### config.mk
export PLATFORM = sky130hd
export DESIGN_NAME = pnp_queue
export DESIGN_NICKNAME = d
export VERILOG_FILES = /design/src/sv/pnp_pkg.sv /design/src/sv/pnp_queue.sv
export SDC_FILE = /design/constraint.sdc
export NUM_CORES = 1
export LEC_CHECK = 0
export ABC_AREA = 0
export BUFFER_PORTS_ARGS = -buffer_cell sky130_fd_sc_hd__buf_2
export CORE_MARGIN = 4
export CORE_UTILIZATION = 47
export DETAILED_ROUTE_END_ITERATION = 10
export PLACE_DENSITY = 0.76
export SLEW_MARGIN = 20
export SYNTH_ARGS = -nofsm -noshare
export SYNTH_HDL_FRONTEND = slang
export SYNTH_SLANG_ARGS = --single-unit
### constraint.sdc
create_clock -name clk -period 4 [get_ports clk]
set_clock_uncertainty 0.1 [all_clocks]
set_input_delay 0.8 -clock clk [delete_from_list [all_inputs] [get_ports clk]]
set_output_delay 0.8 -clock clk [all_outputs]
set_load 0.02 [all_outputs]
### src/sv/pnp_pkg.sv
`default_nettype none
package pnp_pkg;

  localparam int CoordBits = 16;
  localparam int MaxVertices = 65536;
  localparam int CountBits = 17;
  localparam int IndexBits = 16;
  localparam int DistBits = 49;
  localparam int PointBits = 24;
  localparam int DiffBits = CoordBits + 1;
  localparam int NormBits = 2 * DiffBits + 1;
  localparam int DotBits = 2 * DiffBits + 2;
  localparam int TBits = 17;
  localparam int QuotBits = 16;

  localparam logic [CoordBits-1:0] RegQueryX = 16'd0;
  localparam logic [CoordBits-1:0] RegQueryY = 16'd1;

  typedef enum logic [1:0] {
    KIND_FIRST,
    KIND_SEGMENT,
    KIND_SKIP
  } kind_t;

  typedef struct packed {
    kind_t                        kind;
    logic                         last;
    logic                         first_seg;
    logic        [IndexBits-1:0]  index;
    logic signed [CoordBits-1:0]  ax;
    logic signed [CoordBits-1:0]  ay;
    logic signed [CoordBits-1:0]  bx;
    logic signed [CoordBits-1:0]  by;
    logic signed [CoordBits-1:0]  qx;
    logic signed [CoordBits-1:0]  qy;
  } job_t;

  typedef enum logic [3:0] {
    ST_IDLE,
    ST_DIFF,
    ST_MUL,
    ST_SUM,
    ST_DIV,
    ST_SCALE,
    ST_ROUND,
    ST_SQ,
    ST_DIST,
    ST_EMIT
  } state_t;

endpackage
`default_nettype wire

### src/sv/pnp_queue.sv
`default_nettype none
module pnp_queue
  import pnp_pkg::*;
(
  input  wire logic clk,
  input  wire logic rst,
  input  job_t      in_job,
  input  wire logic in_valid,
  output logic      in_ready,
  output job_t      out_job,
  output logic      out_valid,
  input  wire logic out_ready
);

  job_t       mem [2];
  logic       wr_ptr;
  logic       rd_ptr;
  logic [1:0] count;

  assign in_ready = (count != 2'd2);
  assign out_valid = (count != 2'd0);
  assign out_job = mem[rd_ptr];

  always_ff @(posedge clk) begin
    if (in_valid && in_ready) mem[wr_ptr] <= in_job;
  end

  always_ff @(posedge clk) begin
    if (rst) begin
      wr_ptr <= 1'b0;
      rd_ptr <= 1'b0;
      count <= '0;
    end else begin
      if (in_valid && in_ready) wr_ptr <= ~wr_ptr;
      if (out_valid && out_ready) rd_ptr <= ~rd_ptr;
      unique case ({in_valid && in_ready, out_valid && out_ready})
        2'b10: count <= count + 2'd1;
        2'b01: count <= count - 2'd1;
        default: count <= count;
      endcase
    end
  end

endmodule
`default_nettype wire

# Yosys cells after proc, flatten, opt, wreduce, memory -nomap -nowiden
# Memories as Yosys holds them, arrays and structs flattened. A register that Yosys moved wholly into a read port is not among the register bits.
# Index checks and enable logic that the tools add are counted.
# op_classes
n_addsub	2
n_eq_ne	3
n_mux	5
n_bitwise	2
reduce_logical	4
# ops
operator	count
$mux 1	4
$pmux 2 s2	1
$reduce_bool 2->1	2
$add 2x1->2 const B	1
$eq 2x1->1 const B	1
$eq 2x2->1 const B	1
$logic_and 1x1->1	2
$ne 2x2->1 const B	1
$not 1->1	2
$sub 2x1->2 const B	1
# totals
reg_bits	4
ramBits	232
in_bits	120
wordCells	20
n_memories	1
# mem_list
name	words	word_bits	rd	rd_clocked_by_memory_dff	write_ports	line	source
mem	2	116	1	1	1	pnp_queue.sv:15	job_t mem [2];

# Depth between registers and ports, before layout
# Gate-level depths: netlist (run 1).
# depth
ltp_word	4
mapped_depth	6
depth_no_buf	6

# Least setup slack after synthesis (run 1)
# No wires, ideal clock.
# synth_path
path_kind	input to register
start	in in_valid
end	mem mem[1][0] in the netlist's numbering (enable)
arrival_ps	3526
slack_ps	-116
cell_stages	1
path_buffers	0
path_cell_list	and3_1
# synth_via
elab_chain_cells	3
# synth_rtl
item	line	source
start: declaration	pnp_queue.sv:8	input wire logic in_valid,
$logic_and 1x1->1	pnp_queue.sv:25	if (in_valid && in_ready) mem[wr_ptr] <= in_job;
$mux 1	pnp_queue.sv:25	
$mux 1 (not written as such)	pnp_queue.sv:25	
end: declaration	pnp_queue.sv:15	
# No other way between the ends.

==> results of run 1 <==
[metal layers]
layer	vias up	global-route usage
li1	2051	-
met1	2141	0.192
met3	27	0.0469
met4	0	0.0430
met2	184	0.260
met5	-	0
[logic make-up after synthesis]
family,share of synthesized area
simple gates,0.00554
mux,0.152
buf+inv,0.0116
fa+ha+maj,0.00146
flops,0.822
compound gates,0.00379
xor+xnor,0.00306
[final cells by class]
class	instances	area (um^2)	area share
Sequential cell	237	7070	0.658
Multi-Input combinational cell	134	1430	0.133
Clock buffer	32	652	0.0607
Timing Repair Buffer	243	1270	0.118
Clock inverter	8	32.5	0.00303
Inverter	1	6.26	0.000582
Tap cell	229	287	0.0267
[worst paths after layout]
kind,end,slack (ns),depth (start not counted)
max,out_job[68],0.95,3
min,mem[1][77],0.40,1
max reg2reg,mem[1][97],1.87,3
min reg2reg,rd_ptr,0.45,2
[worst max-delay path: cells and delay by family, from the launching register on]
| family | cells | cell delay (ns) |
|---|---|---|
| buffers and inverters | 2 | 0.58 |
| flip-flops | 1 | 0.66 |
| multiplexers | 1 | 0.38 |
[power groups by stage]
stage          combinational [W]  clock [W]  sequential, W
2_1_floorplan            0.00146          0        0.00326
3_3_place_gp             0.00200          0        0.00330
3_5_place_dp             0.00203          0        0.00333
4_1_cts                  0.00204    0.00199        0.00328
5_1_grt                  0.00215    0.00211        0.00330
6_report                 0.00201    0.00194        0.00327
[registers in the layout (all words and copies together), names as in the netlist, named ones only]
register / count
rd_ptr: 1
wr_ptr: 1
count: 2
mem: 232
[through the flow]
step / hold WS (ns) / instance area, um^2 / util
final: 0.395 / 10700 / 0.598
after global routing: 0.373 / 10700 / 0.598
after CTS: 0.374 / 10700 / 0.598
after detailed placement: 0.433 / 10100 / 0.560
after global placement: 0.390 / 10100 / 0.560
after floorplan: 0.374 / 8590 / -
[cell usage in the layout (no fill, tap or decap), drive strengths merged, types with 2 or more instances in the layout]
cell type	n
a21oi	2
buf	243
dfxtp	5
mux2	116
nor2	3
xnor2	2
clkinv	8
clkbuf	32
edfxtp	232
==> impl_metrics.env, run 1 <==
export IMPL_status="finished clean"
export IMPL_reg2reg_from="count[0]"
export IMPL_wl_met1_um=6480
export IMPL_hold_path_class="in -> reg"
export IMPL_p_sw_frac=0.296
export IMPL_arrival_ns=2.15
export IMPL_cts_resized=0
export IMPL_grt_pass1_wl_um=24700
export IMPL_route_top_layer_used="met4"
export IMPL_yosysUniqueCellTypes=20
export IMPL_rsz0062_at_grt="no"
export IMPL_syn_inst=385
export IMPL_rows=49
export IMPL_synth_top_area_frac=0.811
export IMPL_route_detailed_drc=0
export IMPL_grt_pass1_vias=4701
export IMPL_core_area_mm2=0.0180
export IMPL_ys_top_cells_by_count="edfxtp_1, mux2_2, buf_2"
export IMPL_max_slew_worst_pin_slew_ns=0.589
export IMPL_synth_edf_count=232
export IMPL_clkPwrFrac=0.268
export IMPL_cp_slowest_cell="dfxtp_4"
export IMPL_pin_count=238
export IMPL_initial_core_util=0.478
export IMPL_finalNonFillerCells=884
export IMPL_leakagePower_nw=3.99
export IMPL_irDropWorstVdd_mv=0.439
export IMPL_synthesis_nets=506
export IMPL_internal_power_w=0.00508
export IMPL_yosysSeqAreaShare=0.822
export IMPL_drive_above_1_share=0.597
export IMPL_setup_violations_final=0
export IMPL_finalWirelength_um=16400
export IMPL_critPathLaunchType="flip-flop"
export IMPL_power_w=0.00722
export IMPL_cp_end_kind="output port"
export IMPL_relSlewSlack=0.607
export IMPL_required_ns=3.10
export IMPL_grt_use_total=0.153
export IMPL_clkTransAtPathRegs_ns=0.06
export IMPL_post_drt_wl_per_cell_um=18.5
export IMPL_clkLatencyLatePin_ns=0.49
export IMPL_drt_antenna_violating_nets=0
export IMPL_crit_type="reg -> out"
export IMPL_wl_met2_um=8000
export IMPL_port_buffers=237
export IMPL_syn_to_final_growth_pct=25.1
export IMPL_netlist_top_cells_area="edfxtp_1, mux2_2, dfxtp_1"
export IMPL_dieHeight_um=143
export IMPL_net_switching_power_w=0.00214
export IMPL_cts_tree="done"
export IMPL_synth_warnings=0
export IMPL_dr_wl_met3_um=1620
export IMPL_vias_per_cell=4.98
export IMPL_path_max_fanout=36
export IMPL_syn_area_mm2=0.00859
export IMPL_drt_pass1_iterations=4
export IMPL_postCtsSetupRepairBufs=0
export IMPL_clk_path_buf_depth=3
export IMPL_drv_slew=0
export IMPL_final_hold_viol_count=0
export IMPL_worstPathCellList="buf_4, mux2_2, buf_2"
export IMPL_fillers=1336
export IMPL_dp_slack_ns=1.44
export IMPL_dp_hpwl_um=11100
export IMPL_setup_ws_ns=0.947
export IMPL_cellPowerDensity_mw_per_mm2=672
export IMPL_cts_buffers=24
export IMPL_setup_tns_ns=0
export IMPL_die_w_um=143
export IMPL_postCtsHoldBufs=0
export IMPL_max_freq_mhz=328
export IMPL_root_buffer="clkbuf_16"
export IMPL_min_from="in_job[77]"
export IMPL_cts_sinks=237
export IMPL_drt_iter0_drc=218
export IMPL_yosys_register_bits=237
export IMPL_numPlacedInstances=844
export IMPL_grt_max_degree=62
export IMPL_finalCriticalPeriod_ns=3.05
export IMPL_ys_async_sr_fraction=0
export IMPL_synth_avg_cell_area_um2=22.3
export IMPL_diodes=0
export IMPL_overflow=0
export IMPL_die_area_mm2=0.0205
export IMPL_gp_congestion=0.791
export IMPL_antenna_found_initial=0
export IMPL_power_frac_comb=0.278
export IMPL_synth_ff_type="edfxtp_1"
export IMPL_nNetsFinal=762
export IMPL_power_share_sequential=0.453
export IMPL_synth_area_leader_cell="edfxtp_1"
export IMPL_finalCritPeriodShare=0.763
export IMPL_synth_most_common_cell="edfxtp_1"
export IMPL_critPathMaxStageDelay_ns=0.66
export IMPL_htree_levels=1
export IMPL_cap_violations=0
export IMPL_vias=4403
Power figures use the tool's default switching activity.
==> run 2: changes to the inputs <==
==> constraint.sdc (replaced) <==
create_clock -name clk -period 2.45 [get_ports clk]
set_clock_uncertainty 0.1 [all_clocks]
set_input_delay 0.49 -clock clk [delete_from_list [all_inputs] [get_ports clk]]
set_output_delay 0.49 -clock clk [all_outputs]
set_load 0.02 [all_outputs]
==> impl_metrics.env, run 2 (same netlist as run 1, synthesis figures left out) <==
export IMPL_top_regs="mem x232, count x2"
export IMPL_cap_violations=0
export IMPL_cts_resized=0
export IMPL_drv_slew=0
export IMPL_postCtsHoldBufs=0
export IMPL_critPathMaxStageDelay_ns=0.40
export IMPL_nNetsFinal=764
export IMPL_port_buffers=237
export IMPL_die_area_mm2=0.0205
export IMPL_worstPathCellList="buf_12, mux2_2, buf_2"
export IMPL_whs_ns=0.0791
export IMPL_final_hold_viol_count=0
export IMPL_overflow=0
export IMPL_seq_area_mm2=0.00707
export IMPL_finalCriticalPeriod_ns=2.38
export IMPL_route_detailed_drc=0
export IMPL_clkLatencyLatePin_ns=0.49
export IMPL_max_slew_worst_pin_slew_ns=0.436
export IMPL_grt_use_total=0.153
export IMPL_fillers=1303
export IMPL_core_area_mm2=0.0180
export IMPL_max_freq_mhz=421
export IMPL_htree_levels=1
export IMPL_crit_type="reg -> out"
export IMPL_path_max_fanout=63
export IMPL_cts_sinks=237
export IMPL_rows=49
export IMPL_finalCritPeriodShare=0.970
export IMPL_cellPowerDensity_mw_per_mm2=1110
export IMPL_pin_count=238
export IMPL_arrival_ns=1.79
export IMPL_grt_max_degree=64
export IMPL_grt_pass1_wl_um=24700
export IMPL_crit_family="buffers and inverters"
export IMPL_grt_pass1_vias=4911
export IMPL_final_cell_mix="buf_2, edfxtp_1, mux2_2, clkbuf_16, buf_12"
export IMPL_cts_tree="done"
export IMPL_final_common_cell="buf_2"
export IMPL_post_drt_wl_per_cell_um=18.1
export IMPL_status="finished clean"
export IMPL_largest_reg_flops=232
export IMPL_drt_antenna_violating_nets=0
export IMPL_dp_hpwl_um=11000
export IMPL_syn_to_final_growth_pct=26.6
export IMPL_initial_core_util=0.478
export IMPL_numPlacedInstances=846
export IMPL_diodes=0
export IMPL_root_buffer="clkbuf_16"
export IMPL_drt_pass1_iterations=4
export IMPL_postCtsSetupRepairBufs=0
export IMPL_clk_path_buf_depth=3
export IMPL_crit_buf_inv=2
export IMPL_vias=4429
export IMPL_dieHeight_um=143
export IMPL_cts_buffers=24
export IMPL_multi_input_area_mm2=0.00144
export IMPL_cp_end_kind="output port"
export IMPL_gp_congestion=0.727
export IMPL_leakagePower_nw=4.05
export IMPL_hold_path_class="in -> reg"
export IMPL_irDropWorstVdd_mv=0.660
export IMPL_rsz0062_at_grt="no"
export IMPL_setup_violations_final=0
export IMPL_critPathLaunchType="flip-flop"
export IMPL_vias_per_cell=4.99
export IMPL_required_ns=1.86
export IMPL_finalWirelength_um=16100
export IMPL_antenna_found_initial=1
export IMPL_cp_slowest_cell="mux2_2"
export IMPL_finalNonFillerCells=888
export IMPL_clkTransAtPathRegs_ns=0.06
export IMPL_die_w_um=143
export IMPL_regMostFlops="mem"
export IMPL_drt_iter0_drc=165
export IMPL_relSlewSlack=0.709
export IMPL_drive_above_1_share=0.608
==> run 2: cell count changes in the layout (fill, tap and decap cells not counted) <==
cell,previous run,this run
buf_12,3,6
bufinv_16,0,2
clkbuf_1,7,5
clkinv_1,6,4
clkinv_2,2,4
clkinvlp_4,0,2
buf_4,3,2
dfxtp_1,4,3
dfxtp_2,0,1
inv_4,1,0
inv_6,0,1
nand2b_1,1,0
nand2b_4,0,1
==> run 2: area by class of cell <==
type / count / share of cell area
Clock buffer: 30 / 0.0592
Clock inverter: 12 / 0.0102
Inverter: 1 / 0.000690
Multi-Input combinational cell: 134 / 0.132
Sequential cell: 237 / 0.650
Tap cell: 229 / 0.0263
Timing Repair Buffer: 245 / 0.121
==> run 2: worst paths after layout <==
check                                start  slack [ns]           to  cells past startpoint
worst max register to register    count[1]        0.65    mem[0][3]                      4
worst min-delay path            in_job[29]        0.08   mem[0][29]                      1
worst min register to register      rd_ptr        0.42    flip-flop                      2
worst max-delay path             flip-flop        0.07  out_job[74]                      3
==> run 2: stage by stage <==
stage	util	total power [W]	setup WS [ns]	setup TNS (ns)	area (um^2)
5_1_grt	0.606	0.0127	0.0273	0	10900
3_3_place_gp	0.564	0.00871	0.600	0	10100
4_1_cts	0.606	0.0123	0.0676	0	10900
3_5_place_dp	0.564	0.00881	0.549	0	10100
6_report	0.606	0.0121	0.0740	0	10900
2_1_floorplan	-	0.00771	-0.423	-60.41	8610
==> run 2: worst register-to-register path, delay by kind of cell, from the launching register on <==
kind	cells	cell delay (ns)
buffers and inverters	2	0.72
DFF	1	0.43
and+or+nand+nor	2	0.26
==> run 2: where the power goes <==
| part | switching (W) | internal, W | total (W) |
|---|---|---|---|
| registers | 0.000145 | 0.00512 | 0.00526 |
| clock network | 0.00136 | 0.00207 | 0.00343 |
| logic | 0.00203 | 0.00138 | 0.00342 |
| total | 0.00354 | 0.00857 | 0.0121 |
==> run 2: per-layer routing <==
metal | wire, um | share of wire | up-vias | GRT usage
met5 | 9 | 0.00056 | - | 0
met3 | 1750 | 0.11 | 28 | 0.0506
met4 | 317 | 0.020 | 2 | 0.0465
met2 | 8220 | 0.51 | 192 | 0.270
li1 | - | - | 2054 | -
met1 | 5810 | 0.36 | 2153 | 0.178
