`config.mk`:
```
export PLATFORM = sky130hd
export DESIGN_NAME = pnp_front_flat
export DESIGN_NICKNAME = d
export VERILOG_FILES = /design/src/sv/pnp_pkg.sv /design/src/sv/pnp_vertex_if.sv /design/src/sv/pnp_config_if.sv /design/src/sv/pnp_front.sv /design/src/flat_wrapper.sv
export SDC_FILE = /design/constraint.sdc
export NUM_CORES = 1
export LEC_CHECK = 0
export BUFFER_PORTS_ARGS = -buffer_cell sky130_fd_sc_hd__clkbuf_2
export CAP_MARGIN = 10
export CORE_MARGIN = 2
export CORE_UTILIZATION = 50
export DETAILED_ROUTE_END_ITERATION = 6
export GPL_ROUTABILITY_DRIVEN = 0
export PLACE_DENSITY_LB_ADDON = 0.12
export SLEW_MARGIN = 20
export SYNTH_ARGS = -nofsm -noshare
export SYNTH_HDL_FRONTEND = slang
export SYNTH_SLANG_ARGS = --single-unit
```
`constraint.sdc`:
```
create_clock -name clk -period 4.7 [get_ports clk]
set_input_delay 0.47 -clock clk [delete_from_list [all_inputs] [get_ports clk]]
set_output_delay 0.47 -clock clk [all_outputs]
set_load 0.01 [all_outputs]
```
`src/sv/pnp_pkg.sv`:
```
`default_nettype none
package pnp_pkg;

  localparam int CoordBits = 16;
  localparam int MaxVertices = 65536;
  localparam int CountBits = 17;
  localparam int IndexBits = 16;
  localparam int DistBits = 49;
  localparam int PointBits = 24;
  localparam int DiffBits = CoordBits + 1;
  localparam int NormBits = 2 * DiffBits + 1;
  localparam int DotBits = 2 * DiffBits + 2;
  localparam int TBits = 17;
  localparam int QuotBits = 16;

  localparam logic [CoordBits-1:0] RegQueryX = 16'd0;
  localparam logic [CoordBits-1:0] RegQueryY = 16'd1;

  typedef enum logic [1:0] {
    KIND_FIRST,
    KIND_SEGMENT,
    KIND_SKIP
  } kind_t;

  typedef struct packed {
    kind_t                        kind;
    logic                         last;
    logic                         first_seg;
    logic        [IndexBits-1:0]  index;
    logic signed [CoordBits-1:0]  ax;
    logic signed [CoordBits-1:0]  ay;
    logic signed [CoordBits-1:0]  bx;
    logic signed [CoordBits-1:0]  by;
    logic signed [CoordBits-1:0]  qx;
    logic signed [CoordBits-1:0]  qy;
  } job_t;

  typedef enum logic [3:0] {
    ST_IDLE,
    ST_DIFF,
    ST_MUL,
    ST_SUM,
    ST_DIV,
    ST_SCALE,
    ST_ROUND,
    ST_SQ,
    ST_DIST,
    ST_EMIT
  } state_t;

endpackage
`default_nettype wire

```
`src/sv/pnp_vertex_if.sv`:
```
`default_nettype none
interface pnp_vertex_if;
  logic               valid;
  logic               ready;
  logic signed [15:0] vertex_x;
  logic signed [15:0] vertex_y;
  logic               last_vertex;
  modport source (output valid, vertex_x, vertex_y, last_vertex, input ready);
  modport sink (input valid, vertex_x, vertex_y, last_vertex, output ready);
endinterface
`default_nettype wire

```
`src/sv/pnp_config_if.sv`:
```
`default_nettype none
interface pnp_config_if;
  logic        valid;
  logic        ready;
  logic [15:0] index;
  logic [15:0] data;
  modport source (output valid, index, data, input ready);
  modport sink (input valid, index, data, output ready);
endinterface
`default_nettype wire

```
`src/sv/pnp_front.sv`:
```
`default_nettype none
module pnp_front
  import pnp_pkg::*;
(
  input  wire logic clk,
  input  wire logic rst,
  pnp_vertex_if.sink vin,
  pnp_config_if.sink cfg,
  output job_t      job,
  output logic      job_valid,
  input  wire logic job_ready
);

  logic signed [CoordBits-1:0] query_x;
  logic signed [CoordBits-1:0] query_y;
  logic signed [CoordBits-1:0] prev_x;
  logic signed [CoordBits-1:0] prev_y;
  logic        [CountBits-1:0] vertex_count;
  logic                        take;

  assign vin.ready = job_ready;
  assign cfg.ready = 1'b1;
  assign job_valid = vin.valid;
  assign take = vin.valid && job_ready;

  always_comb begin
    job.last = vin.last_vertex;
    job.first_seg = (vertex_count == CountBits'(1));
    job.index = IndexBits'(vertex_count - CountBits'(1));
    job.ax = prev_x;
    job.ay = prev_y;
    job.bx = vin.vertex_x;
    job.by = vin.vertex_y;
    job.qx = query_x;
    job.qy = query_y;
    priority if (vertex_count == '0) begin
      job.kind = KIND_FIRST;
    end else if (vertex_count < CountBits'(MaxVertices)) begin
      job.kind = KIND_SEGMENT;
    end else begin
      job.kind = KIND_SKIP;
    end
  end

  always_ff @(posedge clk) begin
    if (rst) begin
      query_x <= '0;
      query_y <= '0;
      prev_x <= '0;
      prev_y <= '0;
      vertex_count <= '0;
    end else begin
      if (cfg.valid && cfg.index == RegQueryX) query_x <= cfg.data;
      if (cfg.valid && cfg.index == RegQueryY) query_y <= cfg.data;
      if (take) begin
        if (vin.last_vertex) begin
          prev_x <= '0;
          prev_y <= '0;
          vertex_count <= '0;
        end else if (job.kind != KIND_SKIP) begin
          prev_x <= vin.vertex_x;
          prev_y <= vin.vertex_y;
          vertex_count <= vertex_count + CountBits'(1);
        end
      end
    end
  end

endmodule
`default_nettype wire

```
`src/flat_wrapper.sv`:
```
// flat-port wrapper written by rule: the top's interface ports become plain ports
module pnp_front_flat import pnp_pkg::*;
  (clk, rst, job, job_valid, job_ready, vin_valid, vin_vertex_x, vin_vertex_y, vin_last_vertex, vin_ready, cfg_valid, cfg_index, cfg_data, cfg_ready);
  pnp_vertex_if vin_i ();
  pnp_config_if cfg_i ();
  input  wire logic clk;
  input  wire logic rst;
  output job_t job;
  output logic job_valid;
  input  wire logic job_ready;
  input wire logic [$bits(vin_i.valid)-1:0] vin_valid;
  input wire logic [$bits(vin_i.vertex_x)-1:0] vin_vertex_x;
  input wire logic [$bits(vin_i.vertex_y)-1:0] vin_vertex_y;
  input wire logic [$bits(vin_i.last_vertex)-1:0] vin_last_vertex;
  output wire logic [$bits(vin_i.ready)-1:0] vin_ready;
  input wire logic [$bits(cfg_i.valid)-1:0] cfg_valid;
  input wire logic [$bits(cfg_i.index)-1:0] cfg_index;
  input wire logic [$bits(cfg_i.data)-1:0] cfg_data;
  output wire logic [$bits(cfg_i.ready)-1:0] cfg_ready;
  assign vin_i.valid = vin_valid;
  assign vin_i.vertex_x = vin_vertex_x;
  assign vin_i.vertex_y = vin_vertex_y;
  assign vin_i.last_vertex = vin_last_vertex;
  assign vin_ready = vin_i.ready;
  assign cfg_i.valid = cfg_valid;
  assign cfg_i.index = cfg_index;
  assign cfg_i.data = cfg_data;
  assign cfg_ready = cfg_i.ready;
  pnp_front u_core (.clk(clk), .rst(rst), .vin(vin_i), .cfg(cfg_i), .job(job), .job_valid(job_valid), .job_ready(job_ready));
endmodule
```
# Word-level counts from Yosys, hierarchy flattened
# Index checks and enable logic that the tools add are counted.
[totals] ff_bits=81 in_bits=70 output_inout_bits=119 elab_cells=26
[classes] n_addsub=2 n_lt_le_gt_ge=1 n_eq_ne=3 n_mux=8 reduce_logical=7
[op_table] cell="16-bit two-way mux" n=4
[op_table] cell="17-bit two-way mux" n=2
[op_table] cell="17-bit by 1-bit adder with 17-bit output, second input constant" n=1
[op_table] cell="17-bit by 1-bit equality test with 1-bit output, second input constant" n=1
[op_table] cell="17-bit zero test" n=1
[op_table] cell="17-bit less-than comparator, second input constant" n=1
[op_table] cell="16-bit by 1-bit equality test with 1-bit output, second input constant" n=1
[op_table] cell="16-bit zero test" n=1
[op_table] cell="16-bit by 1-bit subtractor with 16-bit output, second input constant" n=1
[op_table] cell="2-bit two-way mux" n=2
[op_table] cell="1-bit logical AND" n=3
[op_table] cell="2-bit != test, second input constant" n=1
[op_table] cell="2-bit AND reduction" n=1
[op_table] cell="2-bit nonzero test" n=1

# Depth between registers and ports, before layout
# Gate-level depths: netlist of run 1.
[logic_depth] ltp_word=6 ltp_mapped=6 mapped_depth_nobuf=5

# Worst setup path before layout of run 1
# OpenSTA, ideal clock, no wires.
[synth_path] path_type="register to output" startpoint="reg u_core.vertex_count[0]" endpoint="out job[106] (netlist name)" arrival_ns=1.416 required_ns=4.230 slack_ns=2.814 stages_incl_launch_ff=7 path_buffers=1 cell_sequence="dfxtp_1 -> buf_2 -> inv_1 -> ha_1 -> nand2_1 -> nor3b_1 -> xor2_1"
[synth_lines] element="start, declared" line="pnp_front.sv:18" source="logic [CountBits-1:0] vertex_count;"
[synth_lines] element="start signal, assigned" line="pnp_front.sv:63" source="vertex_count <= vertex_count + CountBits'(1);"
[synth_lines] element="end, declared" line="flat_wrapper.sv:8" source="output job_t job;"

==> results of run 1 <==
layer usage:
metal | wire length [um] | vias to the layer above | part of all wire [%] | track usage [%]
li1 | - | 1931 | - | -
met1 | 4300 | 1823 | 40 | 29.2
met2 | 5360 | 162 | 50 | 41.7
met3 | 778 | 16 | 7.3 | 5.30
met4 | 224 | 0 | 2.1 | 11.0
met5 | 0 | - | 0 | 0
final timing paths:
path / slack, ps / start / cells past startpoint / endpoint
hold / removal: 380 / cfg_data[11] / 3 / u_core.query_x[11]
setup reg to reg: 2870 / u_core.vertex_count[16] / 4 / u_core.vertex_count[1]
hold reg to reg: 480 / u_core.query_x[10] / 2 / u_core.query_x[10]
setup / recovery: 2280 / u_core.vertex_count[5] / 5 / job[112]
registers in the layout, summed over array words and instances (netlist names):
register             count
u_core.vertex_count     17
u_core.query_x          16
u_core.prev_y           16
u_core.query_y          16
u_core.prev_x           16
kinds of logic after synthesis:
kind of cell    Yosys count
xor+xnor                 19
fa+ha+maj                 4
buf+inv                  89
other cells               1
mux                       2
compound gates          114
simple gates            181
flops                    81
stage by stage:
step | cell area, um^2 | std cells | util, %
6_report | 4800 | 717 | 61.8
5_1_grt | 4800 | 717 | 61.8
4_1_cts | 4790 | 716 | 61.6
3_5_place_dp | 4620 | 701 | 59.5
3_3_place_gp | 4620 | 701 | 59.5
2_1_floorplan | 4020 | 491 | -
cell usage in the layout, fill, tap and decap left out, types with 10 or more instances in the layout:
cell,count
a21oi_1,72
clkbuf_2,187
clkbuf_8,10
dfxtp_1,81
nand2_1,14
nand3_1,41
nor2_1,48
nor4b_1,33
o21ai_0,34
xor2_1,10
power by group through the flow:
stage,combinational [uW],sequential [uW],clock [uW]
floorplan,97.7,718,0
global placement,153,716,0
detailed placement,155,716,0
CTS,156,700,449
global route,171,701,479
finish,155,700,438
worst register-to-register path, stage by stage, from the launching register on:
cell and delay (ps):
dfxtp_1 500, or2b_2 400, nand2_2 530, or3_1 210
a21oi_1 60
cell type report:
type / count / area, um^2 / area share [%]
multi-input cells: 321 / 1890 / 39.4
flip-flops and latches: 81 / 1620 / 33.8
repair buffers: 191 / 970 / 20.2
clock buffers: 11 / 141 / 2.95
well taps: 102 / 128 / 2.66
inverters: 7 / 26.3 / 0.548
clock inverters: 4 / 20.0 / 0.417
==> results.cfg, run 1 <==
[synth]
synth-xor-area-share_pct = 4.14
yosysSeqAreaShare_pct = 40.3
yosysTopAreaCellShare_pct = 40.3
ys_types = 45
yosys-top-cells-area = dfxtp_1 (40%), a21oi_1 (9.0%), buf_4 (7.5%), nor4b_1 (7.2%), nand3_1 (5.1%)
yosysMostFrequentCell = dfxtp_1
synth_edf_count = 0
muxShareOfSynthArea_pct = 0.498
yosys.area_share.simple_pct = 26.3
syn-cell-area_um2 = 4020
synth.avg_cell_area_um2 = 8.19
synth-compound-area-share_pct = 14.7
synthTopCellsByCount = dfxtp_1 (81), a21oi_1 (72), nor2_1 (48)
synth_top_area_cell = dfxtp_1
yosys.area_share.adder_pct = 1.25
synth_warnings = 0
syn-num-nets = 565
synth_top_family_by_area = simple AND/OR/NAND/NOR gates
synth_cells = 491
synthFlopType = dfxtp_1
async_reset_ff_share_pct = 0
ys_ff_latch = 81

[place]
io_buffer_count = 187
preCtsSetupSlack_ps = 2100
post-dp-hpwl_mm = 7.40

[global_routing]
gr-total-overflow = 0
grt_usage_pct = 24.3
grt_pass1_vias = 3776
antenna_found_initial = 0
grt_max_degree = 69
grt_pass1_wl_mm = 17.2

[floorplan]
initial_core_util_pct = 51.7
io_pins = 189
die_y_um = 93.7
rows = 32
die-area_um2 = 8770
design.core.area_um2 = 7770
fp.dieW_um = 93.7

[worst_setup_path]
critPathTopFamily = simple AND/OR/NAND/NOR gates
critPathKind = register to output port
cp_slowest_stage_delay_ps = 430
crit_buf_inv = 1
cp_max_fo = 8
arrival_ps = 1950
cp_cell_sequence = nor4_4, nand2_1, nor4_2, and3b_1, clkbuf_2
crit_required_ps = 4230
cp-end-kind = output port
cp-start-kind = register
slowest_stage = dfxtp_1

[timing]
setup_slack_ps = 2280
tightest_slew_ps = 1070
finalMaxSlewViolations = 0
finalSetupViolCount = 0
fmax_mhz = 414
hold_ws_ps = 375
rsz0062_at_grt = false
setup_tns_ps = 0
skew_ps = 8.48
hold_violations = 0
fin_crit_ps = 2420
slew_headroom_pct = 28.8
fin_crit_sh_pct = 51.4

[clock_network]
cts_setup_buffers = 0
root_buffer = clkbuf_8
cts.path.max_buffers = 2
cts_inserted_buffers = 9
cts.clk_slew.worst_paths_ps = 80
h-tree-depth = 3
hold_buffers = 0
cts_tree = built
cts.sinks = 81
clk_latency_ps = 340
postCtsResizedCells = 0

[cells_and_area]
nNetsFinal = 685
n_fill_cell = 777
syn_to_final_growth_pct = 19.4
layout-drive-gt1-share_pct = 34.8
n_antenna_cell = 0

[run_status]
status = finished, final reports clean

[power]
peakVddDrop_uv = 146
powerDensity_nw_per_um2 = 270
seqPwrFrac_pct = 54.1
leakage_uw = 0.00209
swShare_pct = 26.0
total_power_uw = 1290
clkPwrFrac_pct = 33.9
p_comb_share_pct = 12.0
power_switching_uw = 337
cellInternalPower_uw = 956

[run]
maxCapViolCount = 0

[drt]
wl_per_cell_um = 14.9
viasPerCell = 5.48
drc = 0
drt_iter0_drc = 179
antenna_left = 0
drtPass1Iterations = 4
vias = 3932
totalWireLength_mm = 10.7

[min_path]
hold_path_class = primary input to register
Power figures use the tool's default switching activity.
==> inputs of run 2 (changes only) <==
- ABC_AREA: default -> 1
- CORE_UTILIZATION: 50 -> 43
- clock period: 4.7 -> 2.2 ns (I/O delays scaled with it)
==> results.cfg, run 2 <==
[timing]
slew_headroom_pct = 60.5
tightest_slew_ps = 592
fin_crit_sh_pct = 91.5
fin_crit_ps = 2010
finalSetupViolCount = 0
setup_tns_ps = 0
finalMaxSlewViolations = 0
hold_violations = 0
fmax_mhz = 497
skew_ps = 9.45
rsz0062_at_grt = false

[worst_setup_path]
worstReg2RegEnd = u_core.prev_y[10]
cp-end-kind = output port
crit_end = job[106]
r2r_setup_slack_ps = 730
critPathKind = register to output port
cp-start-kind = register
cp_max_fo = 6
reg2regPathDepth = 6
crit_required_ps = 1980
r2r-start = u_core.vertex_count[16]
cp-startpoint = u_core.vertex_count[0]
arrival_ps = 1790

[power]
clkPwrFrac_pct = 39.7
leakage_uw = 0.00267
powerDensity_nw_per_um2 = 617
peakVddDrop_uv = 461
power_switching_uw = 785
seqPwrFrac_pct = 48.2
cellInternalPower_uw = 2320
swShare_pct = 25.3
p_comb_share_pct = 12.1

[run]
maxCapViolCount = 0

[floorplan]
die_y_um = 102
die-area_um2 = 10400
rows = 35
design.core.area_um2 = 9280
io_pins = 189
fp.dieW_um = 102
initial_core_util_pct = 44.6

[cells_and_area]
regMostFlops = u_core.vertex_count
final_util_pct = 54.2
nNetsFinal = 819
syn_to_final_growth_pct = 21.4
layout_commonest_cell = clkbuf_2
final_cell_mix = clkbuf_2 (187), nand2_1 (146), nor2_1 (110)
n_antenna_cell = 0
largest_reg_flops = 17
layout-drive-gt1-share_pct = 30.0

[place]
post-dp-hpwl_mm = 7.78
io_buffer_count = 187

[synth]
ys_ff_latch = 81
synthTopCellsByCount = nand2_1 (146), nor2_1 (110), dfxtp_1 (81)
synth_edf_count = 0
syn-num-nets = 683
yosys.area_share.adder_pct = 1.21
synthFlopType = dfxtp_1
synth-xor-area-share_pct = 2.75
synth_top_family_by_area = simple AND/OR/NAND/NOR gates
ys_types = 26
synth.avg_cell_area_um2 = 6.80
synth_top_area_cell = dfxtp_1
muxShareOfSynthArea_pct = 0
yosysTopAreaCellShare_pct = 39.1
yosysMostFrequentCell = nand2_1
yosys-top-cells-area = dfxtp_1 (39%), nand2_1 (13%), nor2_1 (10%), buf_4 (7.8%), nand3_1 (5.8%)
async_reset_ff_share_pct = 0
synth-compound-area-share_pct = 6.40
yosysSeqAreaShare_pct = 39.1
synth_warnings = 0
yosys.area_share.simple_pct = 33.1
synth_cells = 609
syn-cell-area_um2 = 4140

[global_routing]
grt_pass1_vias = 3605
gr-total-overflow = 0
antenna_found_initial = 0
grt_usage_pct = 19.2
grt_pass1_wl_mm = 16.1
grt_max_degree = 35

[clock_network]
cts_setup_buffers = 0
root_buffer = clkbuf_8
hold_buffers = 0
cts.sinks = 81
clk_latency_ps = 350
cts.clk_slew.worst_paths_ps = 90
cts.path.max_buffers = 2
h-tree-depth = 3
cts_tree = built
postCtsResizedCells = 0
cts_inserted_buffers = 9

[drt]
viasPerCell = 4.58
drc = 0
drtPass1Iterations = 4
wl_per_cell_um = 11.8
vias = 4022
drt_iter0_drc = 100
antenna_left = 0
totalWireLength_mm = 10.4

[min_path]
min_path_cells = 3
hold_path_class = primary input to register

[run_status]
status = finished, final reports clean
## run 2: metrics by stage
step / instance area, um^2 / setup WS [ps] / power (uW) / hold WS, ps / std cells
final: 5030 / 188 / 3100 / 110 / 879
after global routing: 5030 / 0.492 / 3240 / 106 / 879
after CTS: 5030 / 146 / 3140 / 91.8 / 879
after detailed placement: 4800 / 542 / 1910 / 458 / 863
after global placement: 4800 / 629 / 1910 / 452 / 863
after floorplan: 4140 / 681 / 1780 / 355 / 609
## run 2: metal layers
layer	routed length, um	vias to the layer above	global-route usage [%]
li1	-	2108	-
met1	4660	1766	23.4
met2	4940	138	32.9
met3	683	10	4.58
met4	117	0	7.38
met5	0	-	0
## run 2: how the worst min path moves through the flow
stage	startpoint	endpoint	slack [ps]
2_1_floorplan	cfg_data[0]	u_core.query_x[0]	350
3_3_place_gp	u_core.prev_x[2]	u_core.prev_x[2]	450
3_5_place_dp	u_core.prev_y[15]	u_core.prev_y[15]	460
4_1_cts	cfg_data[2]	u_core.query_y[2]	90
5_1_grt	cfg_data[2]	u_core.query_y[2]	110
6_report	cfg_data[2]	u_core.query_y[2]	110
## run 2: cells by family after synthesis
family / count (synthesis)
adder cells (fa/ha/maj): 4
other: 1
flip-flops: 81
buffers and inverters: 131
AND/OR/NAND/NOR: 327
AO/OA/AOI/OAI: 52
XOR/XNOR: 13
## run 2: critical path, stage by stage, from the launching register on
cell	delay [ps]
dfxtp_1	360
inv_1	180
ha_1	210
nand2_1	130
nor2_1	200
nand2_1	90
xor2_1	140
clkbuf_2	150
## run 2: cell type report
cell class	instances	area [um^2]
Clock buffer	11	141
Clock inverter	5	85.1
Fill cell	999	4250
Sequential cell	81	1620
Timing Repair Buffer	193	981
Multi-Input combinational cell	397	1800
Inverter	63	236
Tap cell	129	161
## run 2: power groups by stage
stage	combinational [uW]	clock [uW]	sequential (uW)
2_1_floorplan	238	0	1540
3_3_place_gp	378	0	1530
3_5_place_dp	381	0	1530
4_1_cts	382	1260	1500
5_1_grt	416	1330	1500
6_report	376	1230	1500
